==> config.mk <==
export PLATFORM = sky130hd
export DESIGN_NAME = fastq_record_parser_top
export DESIGN_NICKNAME = d
export VERILOG_FILES = /design/src/rtl/fqp_pkg.sv /design/src/rtl/fqp_step.sv /design/src/rtl/fastq_record_parser_top.sv
export SDC_FILE = /design/constraint.sdc
export NUM_CORES = 1
export LEC_CHECK = 0
export BUFFER_PORTS_ARGS = -buffer_cell sky130_fd_sc_hd__buf_2
export CAP_MARGIN = 10
export CORE_MARGIN = 3
export CORE_UTILIZATION = 55
export CTS_CLUSTER_DIAMETER = 150
export DETAILED_ROUTE_END_ITERATION = 10
export PLACE_DENSITY_LB_ADDON = 0.05
export SKIP_CTS_REPAIR_TIMING = 1
export SYNTH_ARGS = -nofsm -noshare
export SYNTH_HDL_FRONTEND = slang
export SYNTH_SLANG_ARGS = --single-unit
==> constraint.sdc <==
create_clock -name clk -period 3.8 [get_ports clk]
set_input_delay 0.38 -clock clk [delete_from_list [all_inputs] [get_ports clk]]
set_output_delay 0.38 -clock clk [all_outputs]
set_load 0.02 [all_outputs]
==> src/rtl/fqp_pkg.sv <==
// Package for the FASTQ record parser: field tags, marker characters,
// result structure and default counter limit. No dependencies.
package fqp_pkg;

    localparam longint unsigned FQP_MAX_LEN = 64'd65535;
    localparam int unsigned     SEQ_LEN_W   = 16;

    localparam logic [7:0] CH_AT      = 8'h40;
    localparam logic [7:0] CH_PLUS    = 8'h2B;
    localparam logic [7:0] CH_NEWLINE = 8'h0A;
    localparam logic [7:0] CH_SPACE   = 8'h20;
    localparam logic [7:0] CH_TAB     = 8'h09;
    localparam logic [7:0] CH_CR      = 8'h0D;

    typedef enum logic [2:0] {
        TAG_SKIP = 3'd0,
        TAG_H1   = 3'd1,
        TAG_SEQ  = 3'd2,
        TAG_H2   = 3'd3,
        TAG_QUAL = 3'd4
    } fqp_tag_t;

    typedef struct packed {
        logic [7:0]           out_byte;
        fqp_tag_t             field_tag;
        logic                 record_done;
        logic                 stream_done;
        logic                 format_error;
        logic [SEQ_LEN_W-1:0] seq_length;
    } fqp_result_t;

endpackage

==> src/rtl/fqp_step.sv <==
// Parser state machine: parse state, saturating counters and error flag,
// plus the per-request result logic. Depends on fqp_pkg.
module fqp_step
    import fqp_pkg::*;
#(
    parameter longint unsigned MAX_LEN = FQP_MAX_LEN
)
(
    input  logic        clk,
    input  logic        rst_n,
    input  logic        fire,
    input  logic [7:0]  byte_value,
    input  logic        stream_end,
    output fqp_result_t result
);

    localparam int unsigned CNT_W = $clog2(MAX_LEN + 64'd1);
    localparam int unsigned LEN_W = (CNT_W > SEQ_LEN_W) ? CNT_W : SEQ_LEN_W;
    localparam logic [CNT_W-1:0] CNT_MAX = CNT_W'(MAX_LEN);
    localparam logic [LEN_W-1:0] SHOW_MAX = LEN_W'({SEQ_LEN_W{1'b1}});

    typedef enum logic [2:0] {
        ST_NEED_H1 = 3'd0,
        ST_IN_H1   = 3'd1,
        ST_IN_SEQ  = 3'd2,
        ST_IN_H2   = 3'd3,
        ST_IN_QUAL = 3'd4
    } state_t;

    state_t           state_reg, state_next;
    logic [CNT_W-1:0] seq_count_reg, seq_count_next;
    logic [CNT_W-1:0] qual_count_reg, qual_count_next;
    logic             error_reg, error_next;

    logic             is_end;
    logic             is_blank;
    logic [CNT_W-1:0] seq_shown_src;
    logic [LEN_W-1:0] seq_wide;
    logic [CNT_W:0]   qual_plus_one;
    logic             done;

    assign is_end   = stream_end || (byte_value == 8'd0) || byte_value[7];
    assign is_blank = (byte_value == CH_SPACE)
                   || ((byte_value >= CH_TAB) && (byte_value <= CH_CR));
    assign qual_plus_one = {1'b0, qual_count_reg} + {{CNT_W{1'b0}}, 1'b1};

    always_comb
    begin
        state_next         = state_reg;
        seq_count_next     = seq_count_reg;
        qual_count_next    = qual_count_reg;
        error_next         = error_reg;
        done               = 1'b0;
        result.out_byte    = 8'd0;
        result.field_tag   = TAG_SKIP;
        result.stream_done = 1'b0;
        seq_shown_src      = seq_count_reg;

        if (is_end)
        begin
            result.stream_done = 1'b1;
            state_next         = ST_NEED_H1;
            seq_count_next     = '0;
            qual_count_next    = '0;
            error_next         = 1'b0;
        end
        else
        begin
            unique case (state_reg)
                ST_IN_H1:
                begin
                    if (byte_value == CH_NEWLINE)
                        state_next = ST_IN_SEQ;
                    else
                    begin
                        result.field_tag = TAG_H1;
                        result.out_byte  = byte_value;
                    end
                end
                ST_IN_SEQ:
                begin
                    if (!is_blank)
                    begin
                        if (byte_value == CH_PLUS)
                            state_next = ST_IN_H2;
                        else
                        begin
                            result.field_tag = TAG_SEQ;
                            result.out_byte  = byte_value;
                            seq_count_next   = (seq_count_reg >= CNT_MAX) ?
                                               CNT_MAX : seq_count_reg + CNT_W'(1);
                        end
                    end
                end
                ST_IN_H2:
                begin
                    if (byte_value == CH_NEWLINE)
                        state_next = ST_IN_QUAL;
                    else
                    begin
                        result.field_tag = TAG_H2;
                        result.out_byte  = byte_value;
                    end
                end
                ST_IN_QUAL:
                begin
                    if (!is_blank)
                    begin
                        result.field_tag = TAG_QUAL;
                        result.out_byte  = byte_value;
                        done             = (qual_plus_one >= {1'b0, seq_count_reg});
                        qual_count_next  = (qual_count_reg >= CNT_MAX) ?
                                           CNT_MAX : qual_count_reg + CNT_W'(1);
                    end
                end
                default:
                begin
                    if (!is_blank)
                    begin
                        if (byte_value == CH_AT)
                            state_next = ST_IN_H1;
                        else
                            error_next = 1'b1;
                    end
                end
            endcase
            seq_shown_src = seq_count_next;
            if (done)
            begin
                state_next      = ST_NEED_H1;
                seq_count_next  = '0;
                qual_count_next = '0;
            end
        end

        seq_wide            = LEN_W'(seq_shown_src);
        result.record_done  = done;
        result.format_error = is_end ? error_reg : error_next;
        result.seq_length   = (seq_wide > SHOW_MAX) ? SHOW_MAX[SEQ_LEN_W-1:0]
                                                    : seq_wide[SEQ_LEN_W-1:0];
    end

    always_ff @(posedge clk or negedge rst_n)
    begin
        if (!rst_n)
        begin
            state_reg      <= ST_NEED_H1;
            seq_count_reg  <= '0;
            qual_count_reg <= '0;
            error_reg      <= 1'b0;
        end
        else if (fire)
        begin
            state_reg      <= state_next;
            seq_count_reg  <= seq_count_next;
            qual_count_reg <= qual_count_next;
            error_reg      <= error_next;
        end
    end

endmodule

==> src/rtl/fastq_record_parser_top.sv <==
// Data path: input request to output request through the input reg and the result reg.
// Throughput: 1 byte per cycle while the receiver does not stall; the parser state updates once per request.
// Reset (rst_n, async low): parse state waits for '@', counters and error clear.
// Top level of the FASTQ record parser: input register, fqp_step, result
// register. Depends on fqp_pkg and fqp_step.
module fastq_record_parser_top
    import fqp_pkg::*;
#(
    parameter longint unsigned MAX_LEN = FQP_MAX_LEN
)
(
    input  logic                 clk,
    input  logic                 rst_n,
    input  logic                 in_valid,
    output logic                 in_stall,
    input  logic [7:0]           byte_value,
    input  logic                 stream_end,
    output logic                 out_valid,
    input  logic                 out_stall,
    output logic [7:0]           out_byte,
    output logic [2:0]           field_tag,
    output logic                 record_done,
    output logic                 stream_done,
    output logic                 format_error,
    output logic [SEQ_LEN_W-1:0] seq_length
);

    logic        in_valid_reg;
    logic [7:0]  in_byte_reg;
    logic        in_end_reg;
    logic        out_valid_reg;
    fqp_result_t out_reg;
    fqp_result_t step_result;
    logic        advance;
    logic        in_take;

    assign advance  = in_valid_reg && (!out_valid_reg || !out_stall);
    assign in_stall = in_valid_reg && out_valid_reg && out_stall;
    assign in_take  = in_valid && !in_stall;

    fqp_step #(
        .MAX_LEN (MAX_LEN)
    ) u_step (
        .clk        (clk),
        .rst_n      (rst_n),
        .fire       (advance),
        .byte_value (in_byte_reg),
        .stream_end (in_end_reg),
        .result     (step_result)
    );

    always_ff @(posedge clk or negedge rst_n)
    begin
        if (!rst_n)
        begin
            in_valid_reg  <= 1'b0;
            out_valid_reg <= 1'b0;
        end
        else
        begin
            if (in_take)
                in_valid_reg <= 1'b1;
            else if (advance)
                in_valid_reg <= 1'b0;
            if (advance)
                out_valid_reg <= 1'b1;
            else if (!out_stall)
                out_valid_reg <= 1'b0;
        end
    end

    always_ff @(posedge clk)
    begin
        if (in_take)
        begin
            in_byte_reg <= byte_value;
            in_end_reg  <= stream_end;
        end
        if (advance)
            out_reg <= step_result;
    end

    assign out_valid    = out_valid_reg;
    assign out_byte     = out_reg.out_byte;
    assign field_tag    = out_reg.field_tag;
    assign record_done  = out_reg.record_done;
    assign stream_done  = out_reg.stream_done;
    assign format_error = out_reg.format_error;
    assign seq_length   = out_reg.seq_length;

`ifndef SYNTHESIS
    a_done_excl: assert property (@(posedge clk) disable iff (!rst_n)
        out_valid |-> !(record_done && stream_done))
        else $error("record_done and stream_done together");
    a_skip_zero: assert property (@(posedge clk) disable iff (!rst_n)
        (out_valid && field_tag == TAG_SKIP) |-> (out_byte == 8'd0))
        else $error("skipped byte not zeroed");
    a_done_qual: assert property (@(posedge clk) disable iff (!rst_n)
        (out_valid && record_done) |-> (field_tag == TAG_QUAL))
        else $error("record closed on non-quality byte");
    a_end_flag: assert property (@(posedge clk) disable iff (!rst_n)
        (advance && in_end_reg) |=> (out_valid && stream_done))
        else $error("stream end not reported");
    a_stall_src: assert property (@(posedge clk) disable iff (!rst_n)
        in_stall |-> (in_valid_reg && out_valid_reg))
        else $error("input stalled with free pipeline");
`endif

endmodule

==> impl_metrics.ini, run 1 <==
[sta]
setup-violations-final = 0
slew_violations = 0
max_slew_margin_pct = 39.0
period_share_pct = 92.4
timing.fmax_mhz = 285
fin_crit_ps = 3510
worst_pin_slew_ps = 914
hold_viol_final = 0
final.setup.worst_slack_ps = 289
clock_skew_ps = 10.3

[synth]
async_flop_share_pct = 49.4
synth-seq-area-share_pct = 44.7
post_synth_edffs = 39
synthesis.yosys.warnings = 0
synth_largest_type_area_fraction_pct = 24.7
synth.area.top_cells = edfxtp_1 (25%), dfrtp_1 (20%), ha_1 (4.7%)
synthesis.area_per_instance_um2 = 9.67
synth_nets = 522
synth.distinct_cells = 80
synth-main-ff-cell = edfxtp_1
netlist.top_cell.by_area = edfxtp_1
syn_area_um2 = 4750
ys_seq_elements = 77
netlist_instances = 491

[worst_setup_path]
reg2reg_depth = 12
critPathArrivalTime_ps = 3760
required_time_at_the_endpoint_of_the_critical_path_ps = 4050
worst_r2r_endpoint = u_step.seq_count_reg[0]
timing.critical_path.to_type = flop
worstSetupStartpointType = flop
critical_path_class = flop to flop
worst_r2r_startpoint = u_step.qual_count_reg[0]
cp_max_fo = 15
rrSetupSlack_ps = 290

[cts]
cts-buffers-inserted = 9
ctsLongestPathBuffers = 2
tritoncts = yes
cts-htree-levels = 3
cts_num_sinks = 77
ctsRootBufferMaster = clkbuf_8
clk-insertion-delay-late_ps = 360
clk_pin_slew_ps = 80

[final_layout]
n_antenna_cell = 0
area_delta_synth_final_pct = 9.40
final_core_utilization_pct = 62.6
num-nets-final = 557
final_design_area_no_fill_um2 = 5200
fraction_of_final_layout_cells_sized_beyond_drive_strength_1_pct = 18.1

[die]
placement_rows = 33
number_of_top_level_pins = 45
chipHeight_um = 98.9
dieWidth_um = 98.9
initial_utilization_pct = 57.2
core_area_um2 = 8300
die_area_um2 = 9790

[routing]
drc = 0
detailroute.via_count = 4017
drt_iter0_markers = 275
postRouteAntennaNets = 0
drt-pass1-iter-count = 5
viasPerCell = 6.32
wirelength_um = 11200
avgRoutedWirePerCell_um = 17.6

[global_route]
first_global_vias = 3732
gr-total-overflow = 0
global_route_wire_length_before_repair_um = 18700
grt_max_degree = 39
globalRouteTotalUtil_pct = 23.5
antenna_violations_before_repair = 0

[power]
vdd.ir_drop.worst_v = 0.000174
power_density_nw_per_um2 = 389
leakage_power_of_the_design_nw = 2.05

[status]
outcome = completed

[run]
max_cap_violations = 0

[placed_design]
gp_congestion = 0.963
dp_hpwl_um = 7980
placement.setup.worst_slack_ps = 246
post_dp_cell_area_um2 = 5020
placement.io_buffers = 44

[hold_path]
hp-class = input pin to asynchronous set/reset pin
-- cell usage after synthesis, types with 3 or more instances --
| master | number |
|---|---|
| nor2_1 | 43 |
| edfxtp_1 | 39 |
| dfrtp_1 | 38 |
| nand2_1 | 36 |
| a21oi_1 | 34 |
| inv_1 | 23 |
| nand3_1 | 22 |
| ha_1 | 18 |
| nor3_1 | 17 |
| o21ai_0 | 16 |
| nor4_1 | 14 |
| nand4_1 | 13 |
| clkbuf_1 | 12 |
| a31oi_1 | 11 |
| buf_2 | 11 |
| a211oi_2 | 8 |
| o21ai_1 | 8 |
| xor2_1 | 8 |
| xnor2_1 | 7 |
| a21o_1 | 6 |
| and3_1 | 6 |
| nand2b_1 | 6 |
| and2_1 | 5 |
| a221o_1 | 4 |
| and4_1 | 4 |
| o22ai_1 | 4 |
| o31a_1 | 4 |
| a211oi_1 | 3 |
| a221oi_1 | 3 |
| o211ai_1 | 3 |
| or3_1 | 3 |
-- layout make-up --
type                    count  area, um2
flip-flops and latches     77       2120
clock buffers              10        128
clock inverters             6       40.0
multi-input cells         361       2400
well taps                 105        131
repair buffers             52        280
inverters                  25       95.1
fillers                   726       3100
-- logic make-up after synthesis --
logic type / synth area share [%]
AND/OR/NAND/NOR: 21.7
AO/OA/AOI/OAI: 20.5
flip-flops: 44.7
buffers and inverters: 4.90
adder cells (fa/ha/maj): 4.95
XOR/XNOR: 2.77
multiplexers: 0.448
other: 0.0790
-- per-stage QoR --
step                total power, mW  setup TNS, ps  std cells  hold slack (ps)
floorplan                      1.34              0        491             84.4
global placement               1.48              0        620              467
detailed placement             1.49              0        620              480
CTS                            2.03              0        636              178
global route                   2.13          -6.02        636              175
finish                         2.02              0        636              140
-- critical path, cell delays in order (launching register included) --
cell	delay, ps
dfrtp_1	430
ha_1	280
nand2_1	200
nor3_2	310
nand3_1	140
xnor2_1	220
ha_1	280
nand4_1	130
nor4_1	70
a221o_1	390
a2111oi_4	370
o21ai_4	230
a221oi_1	370
-- cell usage in the layout, fill, tap and decap left out, types with 3 or more instances in the layout --
cell type,count
buf_2,44
nor2_1,43
edfxtp_1,39
dfrtp_1,38
nand2_1,36
a21oi_1,34
inv_1,23
nand3_1,22
ha_1,18
nor3_1,16
o21ai_0,16
nor4_1,14
nand4_1,13
a31oi_1,11
clkbuf_8,9
xor2_1,8
o21ai_1,8
a211oi_2,8
buf_4,8
xnor2_1,7
and3_1,6
a21o_1,6
nand2b_1,6
and2_1,5
and4_1,4
o22ai_1,4
a221o_1,4
o31a_1,4
a211oi_1,3
or3_1,3
o211ai_1,3
a221oi_1,3
-- power breakdown --
group          internal [mW]  switching [mW]
Clock                  0.236           0.316
Sequential             0.944          0.0599
Combinational          0.165           0.300
Total                   1.35           0.675
-- how the worst max path moves through the flow --
stage,startpoint,end,cells past startpoint
2_1_floorplan,u_step.qual_count_reg[0],u_step.seq_count_reg[10],13
3_3_place_gp,u_step.qual_count_reg[0],u_step.qual_count_reg[2],13
3_5_place_dp,u_step.qual_count_reg[0],u_step.seq_count_reg[8],12
4_1_cts,u_step.qual_count_reg[0],u_step.qual_count_reg[2],13
5_1_grt,u_step.qual_count_reg[0],u_step.qual_count_reg[4],13
6_report,u_step.qual_count_reg[0],u_step.seq_count_reg[0],12
-- routing by layer --
| layer | vias to the layer above | GRT usage (%) | wire [um] |
|---|---|---|---|
| met5 | - | 0 | 0 |
| met1 | 1938 | 33.7 | 5090 |
| met4 | 0 | 6.51 | 150 |
| met2 | 139 | 36.1 | 5190 |
| met3 | 15 | 5.24 | 769 |
| li1 | 1925 | - | - |
No activity file was read; power rests on OpenSTA's default activity.
==> run 2, diff against run 1 <==
--- a/config.mk
+++ b/config.mk
@@ -11,7 +11,7 @@
 export CORE_UTILIZATION = 55
 export CTS_CLUSTER_DIAMETER = 150
 export DETAILED_ROUTE_END_ITERATION = 10
-export PLACE_DENSITY_LB_ADDON = 0.05
+export PLACE_DENSITY = 0.83
 export SKIP_CTS_REPAIR_TIMING = 1
 export SYNTH_ARGS = -nofsm -noshare
 export SYNTH_HDL_FRONTEND = slang
==> run 2 against run 1 <==
Non-clock buffer count is 1 higher. Core utilization increased by 0.93 points. Clock skew rose by 2.8 ps. Worst setup slack worse by 120 ps. Register-to-register slack worse by 120 ps. Global-route usage up 0.34 points. Combinational power up 4%.
==> impl_metrics.ini, run 2 (synthesis results as in run 1) <==
[routing]
drt_iter0_markers = 371
postRouteAntennaNets = 0
detailroute.via_count = 4125
viasPerCell = 6.48
avgRoutedWirePerCell_um = 18.3
wirelength_um = 11700
drt-pass1-iter-count = 7
drc = 0

[power]
netSwitchingFraction_pct = 31.0
net-switching-power_mw = 0.669
power_density_nw_per_um2 = 409
power.clock.fraction_pct = 30.9
power_report.internal_total_mw = 1.49
comb_power_share_pct = 22.4
vdd.ir_drop.worst_v = 0.000291
power.share.sequential_pct = 46.7
leakage_power_of_the_design_nw = 2.08

[cts]
cts-htree-levels = 3
ctsRootBufferMaster = clkbuf_8
cts_num_sinks = 77
clk_pin_slew_ps = 90
ctsLongestPathBuffers = 2
cts-buffers-inserted = 9
clk-insertion-delay-late_ps = 360
tritoncts = yes

[worst_setup_path]
worst_r2r_startpoint = u_step.qual_count_reg[0]
worst_r2r_endpoint = u_step.seq_count_reg[0]
critPathArrivalTime_ps = 3870
crit_path_end = u_step.seq_count_reg[0]
reg2reg_depth = 13
worst_setup_path_startpoint = u_step.qual_count_reg[0]
rrSetupSlack_ps = 170
worstSetupStartpointType = flop
required_time_at_the_endpoint_of_the_critical_path_ps = 4030
timing.critical_path.to_type = flop
cp_max_fo = 15
critical_path_class = flop to flop

[global_route]
antenna_violations_before_repair = 0
globalRouteTotalUtil_pct = 23.8
global_route_wire_length_before_repair_um = 19100
first_global_vias = 3912
grt_max_degree = 39
gr-total-overflow = 0

[final_layout]
num-nets-final = 558
fillerInstances = 683
final_core_utilization_pct = 63.5
area.sequential_um2 = 2120
area_delta_synth_final_pct = 11.0
final_common_cell = buf_2
most_frequent_cells_in_the_layout = buf_2 (44), nor2_1 (43), edfxtp_1 (39)
multiInputGateArea_um2 = 2410
fraction_of_final_layout_cells_sized_beyond_drive_strength_1_pct = 18.2
n_antenna_cell = 0

[sta]
hold_viol_final = 0
period_share_pct = 95.6
setup-violations-final = 0
rsz_0062_raised_after_global_routing = false
fin_crit_ps = 3630
worst_pin_slew_ps = 1090
clock_skew_ps = 13.0
timing.fmax_mhz = 275
slew_violations = 0
max_slew_margin_pct = 27.2
totalNegativeSetupSlack_ps = 0

[die]
die_area_um2 = 9790
number_of_top_level_pins = 45
placement_rows = 33
dieWidth_um = 98.9
chipHeight_um = 98.9
initial_utilization_pct = 57.2
core_area_um2 = 8300

[placed_design]
placement.io_buffers = 44
gp_congestion = 0.921
dp_hpwl_um = 8220

[run]
max_cap_violations = 0

[hold_path]
hp-class = input pin to asynchronous set/reset pin

[status]
outcome = completed
[run 2: layer usage]
layer	vias to the layer above	part of all wire (%)	GRT usage, %	routed length [um]
met5	-	0	0	0
met4	0	1.7	7.67	200
met3	31	6.1	3.61	717
met2	180	48	37.4	5640
met1	1997	44	34.1	5110
li1	1917	-	-	-
[run 2: worst min-delay path by stage]
stage	startpoint	slack (ps)	endpoint
after floorplan	rst_n	80	in_valid_reg
after detailed placement	in_valid_reg	490	out_valid
after global routing	byte_value[6]	180	in_byte_reg[6]
after global placement	in_valid_reg	470	out_valid
after CTS	rst_n	170	u_step.qual_count_reg[13]
final	rst_n	130	u_step.seq_count_reg[6]
[run 2: power by group through the flow]
stage	clock network [mW]	registers, mW	logic [mW]
after floorplan	0	1.04	0.307
after global placement	0	1.02	0.452
after detailed placement	0	1.02	0.465
after CTS	0.674	1.00	0.468
after global routing	0.715	1.01	0.531
final	0.666	1.01	0.483
[run 2: layout make-up]
| class | count | area share (%) |
|---|---|---|
| clock buffers | 11 | 2.49 |
| clock inverters | 5 | 1.42 |
| inverters | 25 | 1.80 |
| multi-input cells | 361 | 45.6 |
| flip-flops and latches | 77 | 40.2 |
| well taps | 105 | 2.49 |
| repair buffers | 53 | 5.93 |
[run 2: worst max-delay path, cell delays in order (launching register included)]
cell,delay (ps)
dfrtp_1,420
ha_1,290
nand2_1,210
nor3_2,310
xor2_1,220
ha_1,270
nand4_1,120
nor3_1,70
a2111o_1,440
a2111oi_4,380
buf_4,200
o21ai_4,70
buf_12,170
a221oi_1,320
[run 2: stage by stage]
stage	power, mW	setup slack (ps)	cells	hold slack [ps]	area (um2)
2_1_floorplan	1.34	514	491	84.4	4750
6_report	2.15	168	637	130	5270
4_1_cts	2.15	72.8	634	167	5230
3_5_place_dp	1.49	98.0	618	491	5020
3_3_place_gp	1.47	320	618	472	5020
5_1_grt	2.26	22.1	637	185	5270
==> run 3, diff against run 2 <==
--- a/config.mk
+++ b/config.mk
@@ -8,10 +8,10 @@
 export BUFFER_PORTS_ARGS = -buffer_cell sky130_fd_sc_hd__buf_2
 export CAP_MARGIN = 10
 export CORE_MARGIN = 3
-export CORE_UTILIZATION = 55
+export CORE_UTILIZATION = 40
 export CTS_CLUSTER_DIAMETER = 150
 export DETAILED_ROUTE_END_ITERATION = 10
-export PLACE_DENSITY = 0.83
+export PLACE_DENSITY = 0.66
 export SKIP_CTS_REPAIR_TIMING = 1
 export SYNTH_ARGS = -nofsm -noshare
 export SYNTH_HDL_FRONTEND = slang
==> run 3 against run 2 <==
First-iteration DRC count decreased by 24%. Clock skew shrank 4.3 ps. Core utilization is 17 points lower. Design area increased by 2.1%. Power is 10% higher. Wire length decreased by 1.4%. Combinational power down 5.6%.
==> impl_metrics.ini, run 3 (synthesis results as in run 1) <==
[die]
chipHeight_um = 115
number_of_top_level_pins = 45
dieWidth_um = 115
initial_utilization_pct = 41.2
placement_rows = 39
core_area_um2 = 11500
die_area_um2 = 13200

[final_layout]
num-nets-final = 555
n_antenna_cell = 0
final_cell_count_no_fill = 672
fillerInstances = 1089
final_core_utilization_pct = 46.7
most_frequent_cells_in_the_layout = buf_2 (44), nor2_1 (43), edfxtp_1 (39)
final_common_cell = buf_2
area_delta_synth_final_pct = 13.3
fraction_of_final_layout_cells_sized_beyond_drive_strength_1_pct = 18.1

[worst_setup_path]
critical_path_class = flop to flop
cp_max_fo = 15
slowest_delay_ps = 420
worstSetupStartpointType = flop
critPathArrivalTime_ps = 3750
crit_path_top_delay_cell = dfrtp_1
worstPathCellList = ha_1 -> nand2_1 -> nor4_1 -> xor2_1 -> ha_1 -> nand4_1 -> nor4_1 -> a221o_1 -> a2111oi_4 -> o21ai_4 -> a221oi_1
timing.critical_path.to_type = flop
critical_path.top_delay_family = compound AO/OA/AOI/OAI gates
required_time_at_the_endpoint_of_the_critical_path_ps = 4040
path_buf_inv = 0

[global_route]
antenna_violations_before_repair = 0
global_route_wire_length_before_repair_um = 19200
grt_max_degree = 39
first_global_vias = 3671
gr-total-overflow = 0
globalRouteTotalUtil_pct = 18.4

[run]
max_cap_violations = 0

[cts]
cts-htree-levels = 3
clk-insertion-delay-late_ps = 340
ctsLongestPathBuffers = 2
tritoncts = yes
cts-buffers-inserted = 9
clk_pin_slew_ps = 60
cts_num_sinks = 77
ctsRootBufferMaster = clkbuf_16

[power]
vdd.ir_drop.worst_v = 0.000220
power_density_nw_per_um2 = 442
tot_pwr_mw = 2.38
leakage_power_of_the_design_nw = 2.11

[placed_design]
dp_hpwl_um = 8140
gp_congestion = 0.889
placed_cells_incl_taps = 656
placement.io_buffers = 44
placement.setup.worst_slack_ps = 153

[sta]
fin_crit_ps = 3510
worst_pin_slew_ps = 906
max_slew_margin_pct = 39.6
rsz_0062_raised_after_global_routing = false
hold_viol_final = 0
clock_skew_ps = 8.78
slew_violations = 0
timing.fmax_mhz = 285
period_share_pct = 92.4
totalNegativeSetupSlack_ps = 0
final.setup.worst_slack_ps = 288
setup-violations-final = 0

[routing]
drt-pass1-iter-count = 5
drc = 0
detailroute.via_count = 3948
avgRoutedWirePerCell_um = 17.1
viasPerCell = 5.88
wirelength_um = 11500
drt_iter0_markers = 281
postRouteAntennaNets = 0

[status]
outcome = completed

[hold_path]
hp-class = input pin to asynchronous set/reset pin
[run 3: cell types whose count changed in the layout (fill, tap and decap cells not counted)]
cell and delta:
clkbuf_16 +9, clkbuf_8 -9, buf_12 -2, clkinv_1 -2, buf_4 -1, clkinv_2 +1
clkinv_4 +1, clkinvlp_4 -1, inv_6 +1
[run 3: final timing paths]
path / slack, ps / endpoint / cells after the start / start
max in group asynchronous: 3060 / u_step.seq_count_reg[5] / 1 / rst_n
worst min-delay path: 170 / u_step.qual_count_reg[3] / 1 / rst_n
worst max register to register: 290 / u_step.seq_count_reg[6] / 11 / u_step.qual_count_reg[0]
min in group clk: 220 / in_byte_reg[0] / 1 / byte_value[0]
worst max-delay path: 290 / u_step.seq_count_reg[6] / 11 / u_step.qual_count_reg[0]
worst min register to register: 490 / out_valid / 1 / in_valid_reg
[run 3: metrics by stage]
stage	area, um2	hold WS, ps
2_1_floorplan	4750	84.4
3_3_place_gp	5060	476
3_5_place_dp	5060	492
4_1_cts	5370	195
5_1_grt	5380	196
6_report	5380	170
[run 3: power breakdown]
| group | internal, mW | switching, mW | total [mW] |
|---|---|---|---|
| Sequential | 0.946 | 0.0589 | 1.01 |
| Clock | 0.578 | 0.341 | 0.919 |
| Combinational | 0.156 | 0.300 | 0.456 |
| Total | 1.68 | 0.700 | 2.38 |
[run 3: final cells by class]
type,instances,area (um2),share of cell area (%)
clock buffers,11,233,4.32
repair buffers,50,265,4.93
well taps,143,179,3.32
clock inverters,5,82.6,1.53
multi-input cells,361,2410,44.7
inverters,25,95.1,1.77
flip-flops and latches,77,2120,39.4
[run 3: metal layers]
metal / share of wire (%) / GRT usage (%) / vias up / wire length (um)
met4: 1.1 / 5.40 / 0 / 129
met3: 7.2 / 4.47 / 10 / 825
li1: - / - / 1919 / -
met2: 46 / 27.8 / 147 / 5240
met5: 0 / 0 / - / 0
met1: 46 / 26.3 / 1872 / 5310
